## config.mk

```make
export PLATFORM = sky130hd
export DESIGN_NAME = lfu_cache_table_unit
export DESIGN_NICKNAME = d
export VERILOG_FILES = /design/src/hdl/lfu_pkg.sv /design/src/hdl/lfu_cell.sv /design/src/hdl/lfu_cache_table_unit.sv
export SDC_FILE = /design/constraint.sdc
export NUM_CORES = 2
export LEC_CHECK = 0
export BUFFER_PORTS_ARGS = -buffer_cell sky130_fd_sc_hd__buf_2
export CAP_MARGIN = 20
export CORE_AREA = 2 2 444 446
export CTS_BUF_LIST = sky130_fd_sc_hd__clkbuf_16
export CTS_CLUSTER_SIZE = 28
export DETAILED_ROUTE_END_ITERATION = 6
export DIE_AREA = 0 0 446 448
export GPL_TIMING_DRIVEN = 0
export HOLD_SLACK_MARGIN = 0.02
export SLEW_MARGIN = 30
export SYNTH_ARGS = -nofsm -noshare
export SYNTH_HDL_FRONTEND = slang
export SYNTH_SLANG_ARGS = --single-unit
```

## constraint.sdc

```tcl
create_clock -name clk_i -period 23.7 [get_ports clk_i]
set_clock_uncertainty 0.2 [all_clocks]
set_input_delay 0 -clock clk_i [delete_from_list [all_inputs] [get_ports clk_i]]
set_output_delay 0 -clock clk_i [all_outputs]
set_load 0.02 [all_outputs]
```

## src/hdl/lfu_pkg.sv

```systemverilog
// Package for the LFU cache table: sizes, types and the per-slot command struct.
// Used by lfu_cell and lfu_cache_table_unit; depends on nothing.
package lfu_pkg;
  localparam int NumSlots  = 16;
  localparam int HalfSlots = NumSlots / 2;
  localparam int CountBits = 16;
  localparam int SlotBits  = $clog2(NumSlots);
  localparam int OccBits   = $clog2(NumSlots + 1);
  localparam int CapBits   = 5;
  localparam logic [CountBits-1:0] CountMax = '1;

  typedef logic [SlotBits-1:0]  rank_t;
  typedef logic [CountBits-1:0] count_t;

  // Per-cycle command broadcast to every cell.
  typedef struct packed {
    logic        touch;    // raise count, make youngest
    logic        wr_val;   // overwrite value
    logic        evict;    // clear valid
    logic        insert;   // fill as new entry
    logic        age_all;  // all valid entries age by one
    logic        age_lt;   // entries younger than ref_rank age by one
    logic        dec_gt;   // entries older than ref_rank get younger
    rank_t       ref_rank;
    logic [31:0] key;
    logic [31:0] value;
  } cell_cmd_t;

  typedef enum logic [3:0] {
    StIdle   = 4'b0001,
    StLookup = 4'b0010,
    StEvict  = 4'b0100,
    StInsert = 4'b1000
  } state_e;
endpackage

```

## src/hdl/lfu_cell.sv

```systemverilog
// One cache slot: valid, key, value, use count and age rank.
// Depends on lfu_pkg. Passes the victim candidate to its neighbor each cycle.
module lfu_cell
  import lfu_pkg::*;
(
  input  logic        clk_i,
  input  logic        rst_ni,
  input  logic        sel_i,
  input  cell_cmd_t   cmd_i,
  input  logic        cand_vld_i,
  input  count_t      cand_cnt_i,
  input  rank_t       cand_rank_i,
  input  logic [SlotBits-1:0] cand_idx_i,
  input  logic [SlotBits-1:0] my_idx_i,
  output logic        cand_vld_o,
  output count_t      cand_cnt_o,
  output rank_t       cand_rank_o,
  output logic [SlotBits-1:0] cand_idx_o,
  output logic        valid_o,
  output logic        match_o,
  output rank_t       rank_o,
  output logic [31:0] value_o
);
  logic        valid_q;
  logic [31:0] key_q, value_q;
  count_t      cnt_q;
  rank_t       rank_q;
  logic        take;

  assign valid_o = valid_q;
  assign match_o = valid_q && (key_q == cmd_i.key);
  assign rank_o  = rank_q;
  assign value_o = value_q;

  // Candidate chain: keep lower count, or on a tie the older entry.
  always_comb begin
    take = valid_q && (!cand_vld_i || cnt_q < cand_cnt_i ||
                       (cnt_q == cand_cnt_i && rank_q > cand_rank_i));
    cand_vld_o  = cand_vld_i || valid_q;
    cand_cnt_o  = take ? cnt_q : cand_cnt_i;
    cand_rank_o = take ? rank_q : cand_rank_i;
    cand_idx_o  = take ? my_idx_i : cand_idx_i;
  end

  always_ff @(posedge clk_i or negedge rst_ni) begin
    if (!rst_ni) begin
      valid_q <= 1'b0;
    end else if (sel_i && cmd_i.evict) begin
      valid_q <= 1'b0;
    end else if (sel_i && cmd_i.insert) begin
      valid_q <= 1'b1;
    end
  end

  always_ff @(posedge clk_i) begin
    if (sel_i && cmd_i.insert) begin
      key_q   <= cmd_i.key;
      value_q <= cmd_i.value;
      cnt_q   <= count_t'(1);
      rank_q  <= '0;
    end else if (sel_i && cmd_i.touch) begin
      if (cmd_i.wr_val) value_q <= cmd_i.value;
      if (cnt_q != CountMax) cnt_q <= cnt_q + count_t'(1);
      rank_q <= '0;
    end else if (valid_q) begin
      if (cmd_i.age_all || (cmd_i.age_lt && rank_q < cmd_i.ref_rank)) begin
        rank_q <= rank_q + rank_t'(1);
      end else if (cmd_i.dec_gt && rank_q > cmd_i.ref_rank) begin
        rank_q <= rank_q - rank_t'(1);
      end
    end
  end
endmodule

```

## src/hdl/lfu_cache_table_unit.sv

```systemverilog
// Top level of the LFU cache table: sequencer, chain of slot cells, result port.
// Depends on lfu_pkg and lfu_cell.
//
// channel  | direction | handshake            | payload
// command  | in        | start_i & !busy_o    | opcode_i, lookup_key_i, store_value_i
// result   | out       | result_valid_o       | hit_o, read_value_o
// config   | in        | cfg_we_i             | cfg_wdata_i (capacity_in_use)
//
// A get, or a put of a present key, passes the accept and lookup states; a put
// of a new key adds insert, after evict when full. The victim search runs along
// the cell chain with a register at the middle cell: the first half settles in
// the lookup cycle, the second half in the evict cycle. Reset empties the table
// and sets capacity to 16. A get's result shows for one cycle after the lookup;
// the receiver cannot stall, so busy_o depends only on the sequencer.
module lfu_cache_table_unit
  import lfu_pkg::*;
(
  input  logic        clk_i,
  input  logic        rst_ni,
  input  logic        start_i,
  output logic        busy_o,
  input  logic        opcode_i,
  input  logic signed [31:0] lookup_key_i,
  input  logic signed [31:0] store_value_i,
  input  logic        cfg_we_i,
  input  logic [CapBits-1:0] cfg_wdata_i,
  output logic        result_valid_o,
  output logic        hit_o,
  output logic signed [31:0] read_value_o
);
  state_e state_q, state_d;
  logic   op_q;
  logic [31:0] key_q, val_q;
  logic [CapBits-1:0] cap_q;
  logic [OccBits-1:0] occ_q, occ_d;
  logic   res_vld_q, res_hit_q;
  logic [31:0] res_val_q;

  cell_cmd_t cmd;
  logic [NumSlots-1:0] sel, valid, match;
  rank_t       rank   [NumSlots];
  logic [31:0] value  [NumSlots];
  logic        c_vld  [NumSlots+1];
  count_t      c_cnt  [NumSlots+1];
  rank_t       c_rank [NumSlots+1];
  logic [SlotBits-1:0] c_idx [NumSlots+1];

  logic                mid_vld_q;
  count_t              mid_cnt_q;
  rank_t               mid_rank_q;
  logic [SlotBits-1:0] mid_idx_q;

  logic hit_any, free_any;
  logic [SlotBits-1:0] hit_idx, free_idx;
  logic [OccBits-1:0] cap_eff;

  assign c_vld[0] = 1'b0;
  assign c_cnt[0] = '0;
  assign c_rank[0] = '0;
  assign c_idx[0] = '0;

  for (genvar g = 0; g < NumSlots; g++) begin : g_cell
    logic                in_vld;
    count_t              in_cnt;
    rank_t               in_rank;
    logic [SlotBits-1:0] in_idx;

    // The second half of the chain starts from the registered midpoint.
    if (g == HalfSlots) begin : g_mid
      assign in_vld  = mid_vld_q;
      assign in_cnt  = mid_cnt_q;
      assign in_rank = mid_rank_q;
      assign in_idx  = mid_idx_q;
    end else begin : g_pass
      assign in_vld  = c_vld[g];
      assign in_cnt  = c_cnt[g];
      assign in_rank = c_rank[g];
      assign in_idx  = c_idx[g];
    end

    lfu_cell u_cell (
      .clk_i, .rst_ni,
      .sel_i(sel[g]), .cmd_i(cmd),
      .cand_vld_i(in_vld), .cand_cnt_i(in_cnt),
      .cand_rank_i(in_rank), .cand_idx_i(in_idx),
      .my_idx_i(SlotBits'(g)),
      .cand_vld_o(c_vld[g+1]), .cand_cnt_o(c_cnt[g+1]),
      .cand_rank_o(c_rank[g+1]), .cand_idx_o(c_idx[g+1]),
      .valid_o(valid[g]), .match_o(match[g]),
      .rank_o(rank[g]), .value_o(value[g])
    );
  end

  // A put that misses leaves the cells untouched in the lookup cycle, so the
  // midpoint taken at its end still fits the table during the evict cycle.
  always_ff @(posedge clk_i or negedge rst_ni) begin
    if (!rst_ni) begin
      mid_vld_q  <= 1'b0;
      mid_cnt_q  <= '0;
      mid_rank_q <= '0;
      mid_idx_q  <= '0;
    end else begin
      mid_vld_q  <= c_vld[HalfSlots];
      mid_cnt_q  <= c_cnt[HalfSlots];
      mid_rank_q <= c_rank[HalfSlots];
      mid_idx_q  <= c_idx[HalfSlots];
    end
  end

  always_comb begin
    hit_any = 1'b0; hit_idx = '0; free_any = 1'b0; free_idx = '0;
    for (int i = NumSlots - 1; i >= 0; i--) begin
      if (match[i]) begin hit_any = 1'b1; hit_idx = SlotBits'(i); end
      if (!valid[i]) begin free_any = 1'b1; free_idx = SlotBits'(i); end
    end
    cap_eff = (32'(cap_q) > NumSlots) ? OccBits'(NumSlots) : OccBits'(cap_q);
  end

  always_comb begin
    state_d = state_q;
    occ_d   = occ_q;
    cmd     = '0;
    cmd.key = key_q;
    cmd.value = val_q;
    sel     = '0;
    case (state_q)
      StIdle: if (start_i) state_d = StLookup;
      StLookup: begin
        state_d = StIdle;
        if (hit_any && (!op_q || cap_eff != '0)) begin
          cmd.touch = 1'b1; cmd.wr_val = op_q; cmd.age_lt = 1'b1;
          cmd.ref_rank = rank[hit_idx];
          sel[hit_idx] = 1'b1;
        end else if (op_q && cap_eff != '0) begin
          state_d = (occ_q >= cap_eff) ? StEvict : StInsert;
        end
      end
      StEvict: begin
        state_d = StInsert;
        if (c_vld[NumSlots]) begin
          cmd.evict = 1'b1; cmd.dec_gt = 1'b1;
          cmd.ref_rank = c_rank[NumSlots];
          sel[c_idx[NumSlots]] = 1'b1;
          occ_d = occ_q - OccBits'(1);
        end
      end
      StInsert: begin
        state_d = StIdle;
        if (free_any) begin
          cmd.insert = 1'b1; cmd.age_all = 1'b1;
          sel[free_idx] = 1'b1;
          occ_d = occ_q + OccBits'(1);
        end
      end
      default: state_d = StIdle;
    endcase
  end

  always_ff @(posedge clk_i or negedge rst_ni) begin
    if (!rst_ni) begin
      state_q   <= StIdle;
      occ_q     <= '0;
      cap_q     <= CapBits'(16);
      res_vld_q <= 1'b0;
    end else begin
      state_q   <= state_d;
      occ_q     <= occ_d;
      if (cfg_we_i) cap_q <= cfg_wdata_i;
      res_vld_q <= (state_q == StLookup) && !op_q;
    end
  end

  always_ff @(posedge clk_i) begin
    if (state_q == StIdle && start_i) begin
      op_q  <= opcode_i;
      key_q <= lookup_key_i;
      val_q <= store_value_i;
    end
    if (state_q == StLookup) begin
      res_hit_q <= hit_any;
      res_val_q <= hit_any ? value[hit_idx] : 32'd0;
    end
  end

  assign busy_o         = (state_q != StIdle);
  assign result_valid_o = res_vld_q;
  assign hit_o          = res_hit_q;
  assign read_value_o   = res_val_q;

`ifndef SYNTHESIS
  a_occ_bound: assert property (@(posedge clk_i) disable iff (!rst_ni)
    32'(occ_q) <= NumSlots) else $error("occupancy above slot count");
  a_occ_count: assert property (@(posedge clk_i) disable iff (!rst_ni)
    32'(occ_q) == $countones(valid)) else $error("occupancy differs from valid slots");
  a_one_hit: assert property (@(posedge clk_i) disable iff (!rst_ni)
    $onehot0(match)) else $error("key present in two slots");
  a_res_after_get: assert property (@(posedge clk_i) disable iff (!rst_ni)
    result_valid_o |-> $past(state_q == StLookup) && !op_q)
    else $error("result without a get");
`endif
endmodule
```

Yosys cells after proc, flatten, opt, wreduce, memory -nomap -nowiden:

Index checks and enable logic that the tools add are counted.
W data, S select, Z words.

* order comparisons: 71
* eq/ne operators: 55
* reductions and logical operators: 342
* $add $sub $neg: 50
* bitwise operators: 1
* mux-type cells: 244

Operators by type and width (count)
* $mux W32: 35
* $eq A32 B32 Y1: 16
* $mux W4: 95
* $mux W16: 18
* $add A16 B1 Y16 const B: 16
* $ne A16 B16 Y1 const B: 16
* $eq A16 B16 Y1: 15
* $lt A16 B16 Y1: 15
* $logic_and A1 B1 Y1: 133
* $reduce_bool A2 Y1: 65
* $bmux W32 S4: 1
* $gt A4 B4 Y1: 31
* $reduce_and A2 Y1: 48
* $mux W1: 73
* $add A4 B1 Y4 const B: 16
* $lt A4 B4 Y1: 16
* $sub A4 B1 Y4 const B: 16
* $logic_or A1 B1 Y1: 62
* $pmux W16 S3: 1
* $reduce_or A2 Y1: 16
* $mux W5: 4
* $bmux W4 S4: 1
* $logic_not A1 Y1: 16
* $lt A4 B5 Y1 const B: 3
* 22 further kinds: 35

* bits of input ports: 74
* output and inout port bits: 35
* register bits: 1498
* word-level logic and storage cells: 856

Depth between registers and ports, before layout:

* depth in word-level cells: 49
* depth in mapped cells: 126
* mapped depth without buffers: 115

Hierarchy:

From an unflattened synthesis, not the netlist that was laid out.

* cells, all modules: 6595
* area total of the unflattened synthesis: 79418.7 um^2

By module, submodules not included
* lfu_cell (g_cell[0].u_cell ...): cells an instance 341, area an instance 4339.2 um^2, times used 11, sequential area each 2347.3 um^2
* lfu_cache_table_unit: cells an instance 1167, area an instance 10268.6 um^2, times used 1, sequential area each 3946.3 um^2
* lfu_cell (g_cell[6].u_cell ...): cells an instance 333, area an instance 4285.4 um^2, times used 2, sequential area each 2347.3 um^2
* lfu_cell (g_cell[8].u_cell): cells an instance 336, area an instance 4327.9 um^2, times used 1, sequential area each 2347.3 um^2
* lfu_cell (g_cell[9].u_cell): cells an instance 329, area an instance 4270.3 um^2, times used 1, sequential area each 2347.3 um^2
* lfu_cell (g_cell[11].u_cell): cells an instance 346, area an instance 4250.3 um^2, times used 1, sequential area each 2347.3 um^2

Worst setup path before layout:

No wires, ideal clock.

* path kind: register to register
* start point: register mid_cnt_q[2] (netlist: g_cell[8].in_cnt[2])
* end point: register g_cell[0].u_cell.rank_q[3]
* buffers on the path: 12
* clock period less this slack: 21.816 ns
* slack: 1.884 ns
* required time: 23.430 ns
* cell stages (with the launch flop): 123
* setup time: 0.070 ns
* arrival: 21.546 ns
* path through: dfrtp_1 > inv_1 > ha_1 > and2_1 > nand4_1 > a211o_1 > a211o_1 > nand2_1 > clkbuf_1 > nor2_1 > a21oi_1 > ha_1 > a211oi_1 > o221ai_1 > a31o_1 > a2111o_1 > a31oi_1 > a21o_1 > [87 not listed] > a21oi_1 > o21a_1 > clkbuf_1 > a21o_1 > a221oi_2 > a21oi_1 > ha_1 > nor2b_1 > o21ai_0 > nand2b_1 > a21oi_1 > a21oi_1 > ha_1 > a21o_1 > a21oi_1 > xor2_1 > or3_1 > a21oi_1

* longest elaborated chain between the ends: 48
* elaborated cells between the ends (all ways): 98
* those cells by class: order compare: 19; eq/ne: 8; mux: 30; reduce/logical: 41

Ends and longest elaborated chain
* start, declared: RTL line lfu_cache_table_unit.sv:49 `count_t mid_cnt_q;`
* start signal, assigned: RTL line lfu_cache_table_unit.sv:104 `mid_cnt_q <= c_cnt[HalfSlots];`
* $lt A16 B16 Y1 or $eq A16 B16 Y1 (tied branches): RTL line lfu_cell.sv:37, lfu_cell.sv:38
* $logic_or A1 B1 Y1 or $logic_and A1 B1 Y1 (tied branches): RTL line lfu_cell.sv:37, lfu_cell.sv:38
* $logic_or A1 B1 Y1: RTL line lfu_cell.sv:37 `take = valid_q && (!cand_vld_i || cnt_q < cand_cnt_i ||`
* $logic_and A1 B1 Y1: RTL line lfu_cell.sv:37
* $mux W16 or $mux W4 (tied branches): RTL line lfu_cell.sv:40, lfu_cell.sv:41
* $lt A16 B16 Y1 (tied with other cells): RTL line lfu_cell.sv:37
* $logic_or A1 B1 Y1 or $logic_and A1 B1 Y1 (tied branches): RTL line lfu_cell.sv:37, lfu_cell.sv:38
* $logic_or A1 B1 Y1: RTL line lfu_cell.sv:37
* [32 not listed]
* $lt A4 B5 Y1 (not written as such) or $ge A4 B1 Y1 (tied branches): RTL line lfu_cache_table_unit.sv:143 `sel[c_idx[NumSlots]] = 1'b1;`
* $logic_and A1 B1 Y1 (not written as such): RTL line lfu_cache_table_unit.sv:143
* $mux W1 (not written as such): RTL line lfu_cache_table_unit.sv:143
* $demux W1 S4: RTL line lfu_cache_table_unit.sv:143
* $mux W16: RTL line lfu_cache_table_unit.sv:140 `if (c_vld[NumSlots]) begin`
* $pmux W16 S3: RTL line lfu_cache_table_unit.sv:126 `case (state_q)`
* $logic_and A1 B1 Y1, on equally long branches: RTL line lfu_cell.sv:61, lfu_cell.sv:56
* $reduce_or A2 Y1 (no line)
* end signal, assigned: RTL line lfu_cell.sv:67 `rank_q <= rank_q + rank_t'(1);`
* end signal, assigned: RTL line lfu_cell.sv:69 `rank_q <= rank_q - rank_t'(1);`
* end, declared: RTL line lfu_cell.sv:27 `rank_t rank_q;`

Parallel ways exist; a longest one is shown, timed or not.
A chain may end at the register's enable or synchronous reset.

Worst setup path after layout:

* start point: register g_cell[8].u_cell.rank_q[2]
* end point: register g_cell[9].u_cell.rank_q[3]

* longest elaborated chain between the ends: 48
* elaborated cells between the ends (all ways): 100
* those cells by class: order compare: 19; eq/ne: 7; mux: 34; reduce/logical: 40

Ends and longest elaborated chain
* start, declared: RTL line lfu_cell.sv:27
* start signal, assigned: RTL line lfu_cell.sv:67
* start signal, assigned: RTL line lfu_cell.sv:69
* $gt A4 B4 Y1: RTL line lfu_cell.sv:38 `(cnt_q == cand_cnt_i && rank_q > cand_rank_i));`
* $logic_and A1 B1 Y1: RTL line lfu_cell.sv:38
* $logic_or A1 B1 Y1: RTL line lfu_cell.sv:37
* $logic_and A1 B1 Y1: RTL line lfu_cell.sv:37
* $mux W16 or $mux W4 (tied branches): RTL line lfu_cell.sv:40, lfu_cell.sv:41
* $lt A16 B16 Y1 (tied with other cells): RTL line lfu_cell.sv:37
* $logic_or A1 B1 Y1 or $logic_and A1 B1 Y1 (tied branches): RTL line lfu_cell.sv:37, lfu_cell.sv:38
* $logic_or A1 B1 Y1: RTL line lfu_cell.sv:37
* [32 not listed]
* $lt A4 B5 Y1 (not written as such) or $ge A4 B1 Y1 (tied branches): RTL line lfu_cache_table_unit.sv:143
* $logic_and A1 B1 Y1 (not written as such): RTL line lfu_cache_table_unit.sv:143
* $mux W1 (not written as such): RTL line lfu_cache_table_unit.sv:143
* $demux W1 S4: RTL line lfu_cache_table_unit.sv:143
* $mux W16: RTL line lfu_cache_table_unit.sv:140
* $pmux W16 S3: RTL line lfu_cache_table_unit.sv:126
* $logic_and A1 B1 Y1, on equally long branches: RTL line lfu_cell.sv:61, lfu_cell.sv:56
* $reduce_or A2 Y1 (no line)
* end signal, assigned: RTL line lfu_cell.sv:67
* end signal, assigned: RTL line lfu_cell.sv:69
* end, declared: RTL line lfu_cell.sv:27

Parallel ways exist; a longest one is shown, timed or not. The select of a mux whose other input is x is not followed.

==> impl_metrics.yaml <==
route:
  routed_wl_um: 264000
  post_drt_wl_per_cell_um: 26.0
  vias_per_cell: 5.78
  first_pass_iters: 6
  drt_iter0_markers: 6031
  drc_errors: 0
  drtAntennaViolNets: 0
  vias: 58600
yosys:
  ys_seq_area_frac: 0.535
  yosysMostFrequentCell: "edfxtp_1"
  yosys_most_used_dff: "edfxtp_1"
  synth_top_area_share: 0.435
  async_reset_ff_frac: 0.0367
  synth_area_um2: 77500
  syn-num-nets: 7406
  ys_types: 93
  yosys.area.top_type: "edfxtp_1"
  syn_inst: 6900
  synth_edf_count: 1122
  synth_area_leaders: "edfxtp_1 43%, dfxtp_1 8.3%, ha_1 6.7%, xor2_1 5.1%, xnor2_1 3.6%"
  synthTopCellsByCount: "1122 x edfxtp_1, 525 x nor2_1, 455 x xor2_1"
  ys_ff_latch: 1497
  avgSynthCellArea_um2: 11.2
  yosysWarningCount: 0
placement:
  globalplace.congestion: 0.950
  dp_slack_ns: -3.40
  place_hpwl_um: 191000
  port_buffers: 108
grt:
  grt_pass1_wl_um: 380000
  grt_max_degree: 42
  grt.total_usage: 0.259
  grt_pass1_vias: 57200
  grt_overflow: 0
  grt_antenna_before_repair: 10
worst_setup_path:
  critical_path_buf_inv_count: 18
  rrSetupSlack_ns: 0.75
  slowest_delay_ns: 0.58
  cp_max_fo: 11
  crit_top_cell: "a21o_1"
  r2r_cells: 121
  critPathKind: "flop to flop"
  crit_path_end_kind: "flop"
  cp_slowest_cell: "or4_1"
  crit_required_ns: 24.23
  cp.arrival_ns: 23.48
  crit_path_start_kind: "flop"
  worstReg2RegStart: "g_cell[8].u_cell.rank_o[2]$_SDFFE_PP0P_"
  rr_endpoint: "g_cell[9].u_cell.rank_o[3]$_SDFFE_PP0P_"
  crit_family: "compound AO/OA/AOI/OAI gates"
status:
  status: "completed"
power_and_ir_drop:
  power_density_nw_per_um2: 70.7
  p_leak_nw: 34.2
  ir_worst_vdd_mv: 0.0707
die:
  core_um2: 195000
  die_w_um: 446
  die_h_um: 448
  start_util: 0.398
  io_pins: 109
  fp-row-count: 162
  dieArea_um2: 200000
timing:
  slew_viol_final: 0
  hold_violations: 0
  tightest_slew_ns: 1.17
  final.min_clock_period_ns: 22.95
  setup_viol: 0
  fin_ws_ns: 0.748
  finalCritPeriodShare: 0.968
  fmaxAchievable_mhz: 43.6
  max_slew_margin: 0.223
min_path:
  min_path_cells: 3
  hold_end: "val_q[22]$_DFFE_PP_"
  min-delay-start: "store_value_i[22]"
  hold_class: "input port to flop"
clock_network:
  cts_tree: "built"
  cts_buffer_depth: 3
  root_buffer: "clkbuf_16"
  clk_pin_slew_worst_paths_ns: 0.06
  clk_latency_ns: 0.88
  cts_made_buffers: 166
  clock_sinks: 1497
  h-tree-depth: 4
final_layout:
  nNetsFinal: 7959
  utilization: 0.468
  syn_to_final_growth_pct: 17.5
  drive_gt1_frac: 0.111
job:
  drv_cap: 0
==> sequential cells by signal, indices dropped and copies added (netlist names) <==
| signal | cells |
|---|---|
| result_valid_o | 1 |
| state_q | 4 |
| g_cell.u_cell.value_o | 512 |
| g_cell.in_idx | 3 |
| op_q | 1 |
| val_q | 32 |
| hit_o | 1 |
| cap_q | 5 |
| read_value_o | 32 |
| g_cell.u_cell.key_q | 512 |
| key_q | 32 |
| g_cell.u_cell.rank_o | 64 |
| g_cell.in_vld | 1 |
| g_cell.in_cnt | 16 |
| g_cell.u_cell.cnt_q | 256 |
| g_cell.u_cell.valid_o | 16 |
| occ_q | 5 |
| g_cell.in_rank | 4 |
==> final cells by class <==
cell class	instances	area, um^2
antenna	11	27.5
buffer	276	1320
clock buffer	168	4200
clock inverter	134	1120
fill	17600	103000
inverter	311	1170
multi-input combinational	4814	34500
sequential	1497	41500
tap	2542	3180
timing repair buffer	387	4090
==> timing repair <==
item / CTS / global route
resized for setup: 62 / 112
setup buffers: 7 / 16
endpoints found under the setup margin: 575 / 505
hold buffers: 153 / 0
pin swaps: 5 / 33
hold endpoints to repair: 192 / 0
==> worst min-delay path: stages <==
cell and delay [ns]:
dlygate4sd3_1 0.52, buf_2 0.09, dlygate4sd3_1 0.53
==> how the worst max path moves through the flow <==
stage	startpoint	to	slack, ns	cells past startpoint
5_1_grt	g_cell[8].in_cnt[3]$_DFF_PN0_	g_cell[6].u_cell.rank_o[3]$_SDFFE_PP0P_	-0.07	124
6_report	g_cell[8].u_cell.rank_o[2]$_SDFFE_PP0P_	g_cell[9].u_cell.rank_o[3]$_SDFFE_PP0P_	0.75	121
3_3_place_gp	g_cell[8].u_cell.rank_o[0]$_SDFFE_PP0P_	g_cell[9].u_cell.value_o[1]$_DFFE_PP_	-4.93	107
3_5_place_dp	g_cell[8].u_cell.rank_o[1]$_SDFFE_PP0P_	g_cell[3].u_cell.rank_o[3]$_SDFFE_PP0P_	-3.40	118
4_1_cts	g_cell[8].in_cnt[3]$_DFF_PN0_	g_cell[3].u_cell.rank_o[3]$_SDFFE_PP0P_	0.001	123
2_1_floorplan	g_cell[8].in_cnt[2]$_DFF_PN0_	g_cell[0].u_cell.rank_o[3]$_SDFFE_PP0P_	1.88	122
==> metal layers <==
| metal | share of wire | global-route usage |
|---|---|---|
| met4 | 0.055 | 0.132 |
| met5 | 0.000080 | 0 |
| met3 | 0.082 | 0.0527 |
| met2 | 0.46 | 0.420 |
| met1 | 0.40 | 0.328 |
==> kinds of logic (layout without fill, tap and decap cells) <==
logic type / Yosys count / count (layout) / share of synthesized area
AO/OA/AOI/OAI: 1134 / 1134 / 0.0916
XOR/XNOR: 773 / 773 / 0.0874
adder cells (fa/ha/maj): 434 / 434 / 0.0716
buffers and inverters: 589 / 1276 / 0.0296
flip-flops: 1497 / 1497 / 0.535
multiplexers: 330 / 330 / 0.0442
other: 0 / 11 / 0
AND/OR/NAND/NOR: 2143 / 2143 / 0.140
==> power breakdown <==
part,switching (mW),internal [mW]
Sequential,0.111,2.94
Clock,1.12,1.42
Combinational,0.576,0.273
Total,1.81,4.64
==> metrics by stage <==
step                      power (mW)  cell area [um^2]  TNS [ns]  cells  hold WS (ns)
final                           6.44             91100         0  10100         0.188
after CTS                       6.45             90600         0  10100         0.131
after global placement          3.85             81200  -2263.00   9550       -0.0237
after global routing            6.61             91100    -0.360  10100         0.176
after floorplan                 3.48             77500         0   6900        -0.496
after detailed placement        3.91             83500  -1057.11   9652        -0.267
==> cell usage in the layout, fill, tap and decap left out, types with 175 or more instances in the layout <==
cell type  netlist  final
xnor2_1        318    318
xor2_1         455    455
nand3_1        227    226
nand2_1        433    432
mux2i_1        246    245
ha_1           415    412
o21ai_0        225    210
dfxtp_1        320    318
edfxtp_1      1122   1122
a21oi_1        403    345
inv_1          309    335
nand4_1        175    175
nor2_1         525    519
Power figures use the tool's default switching activity.
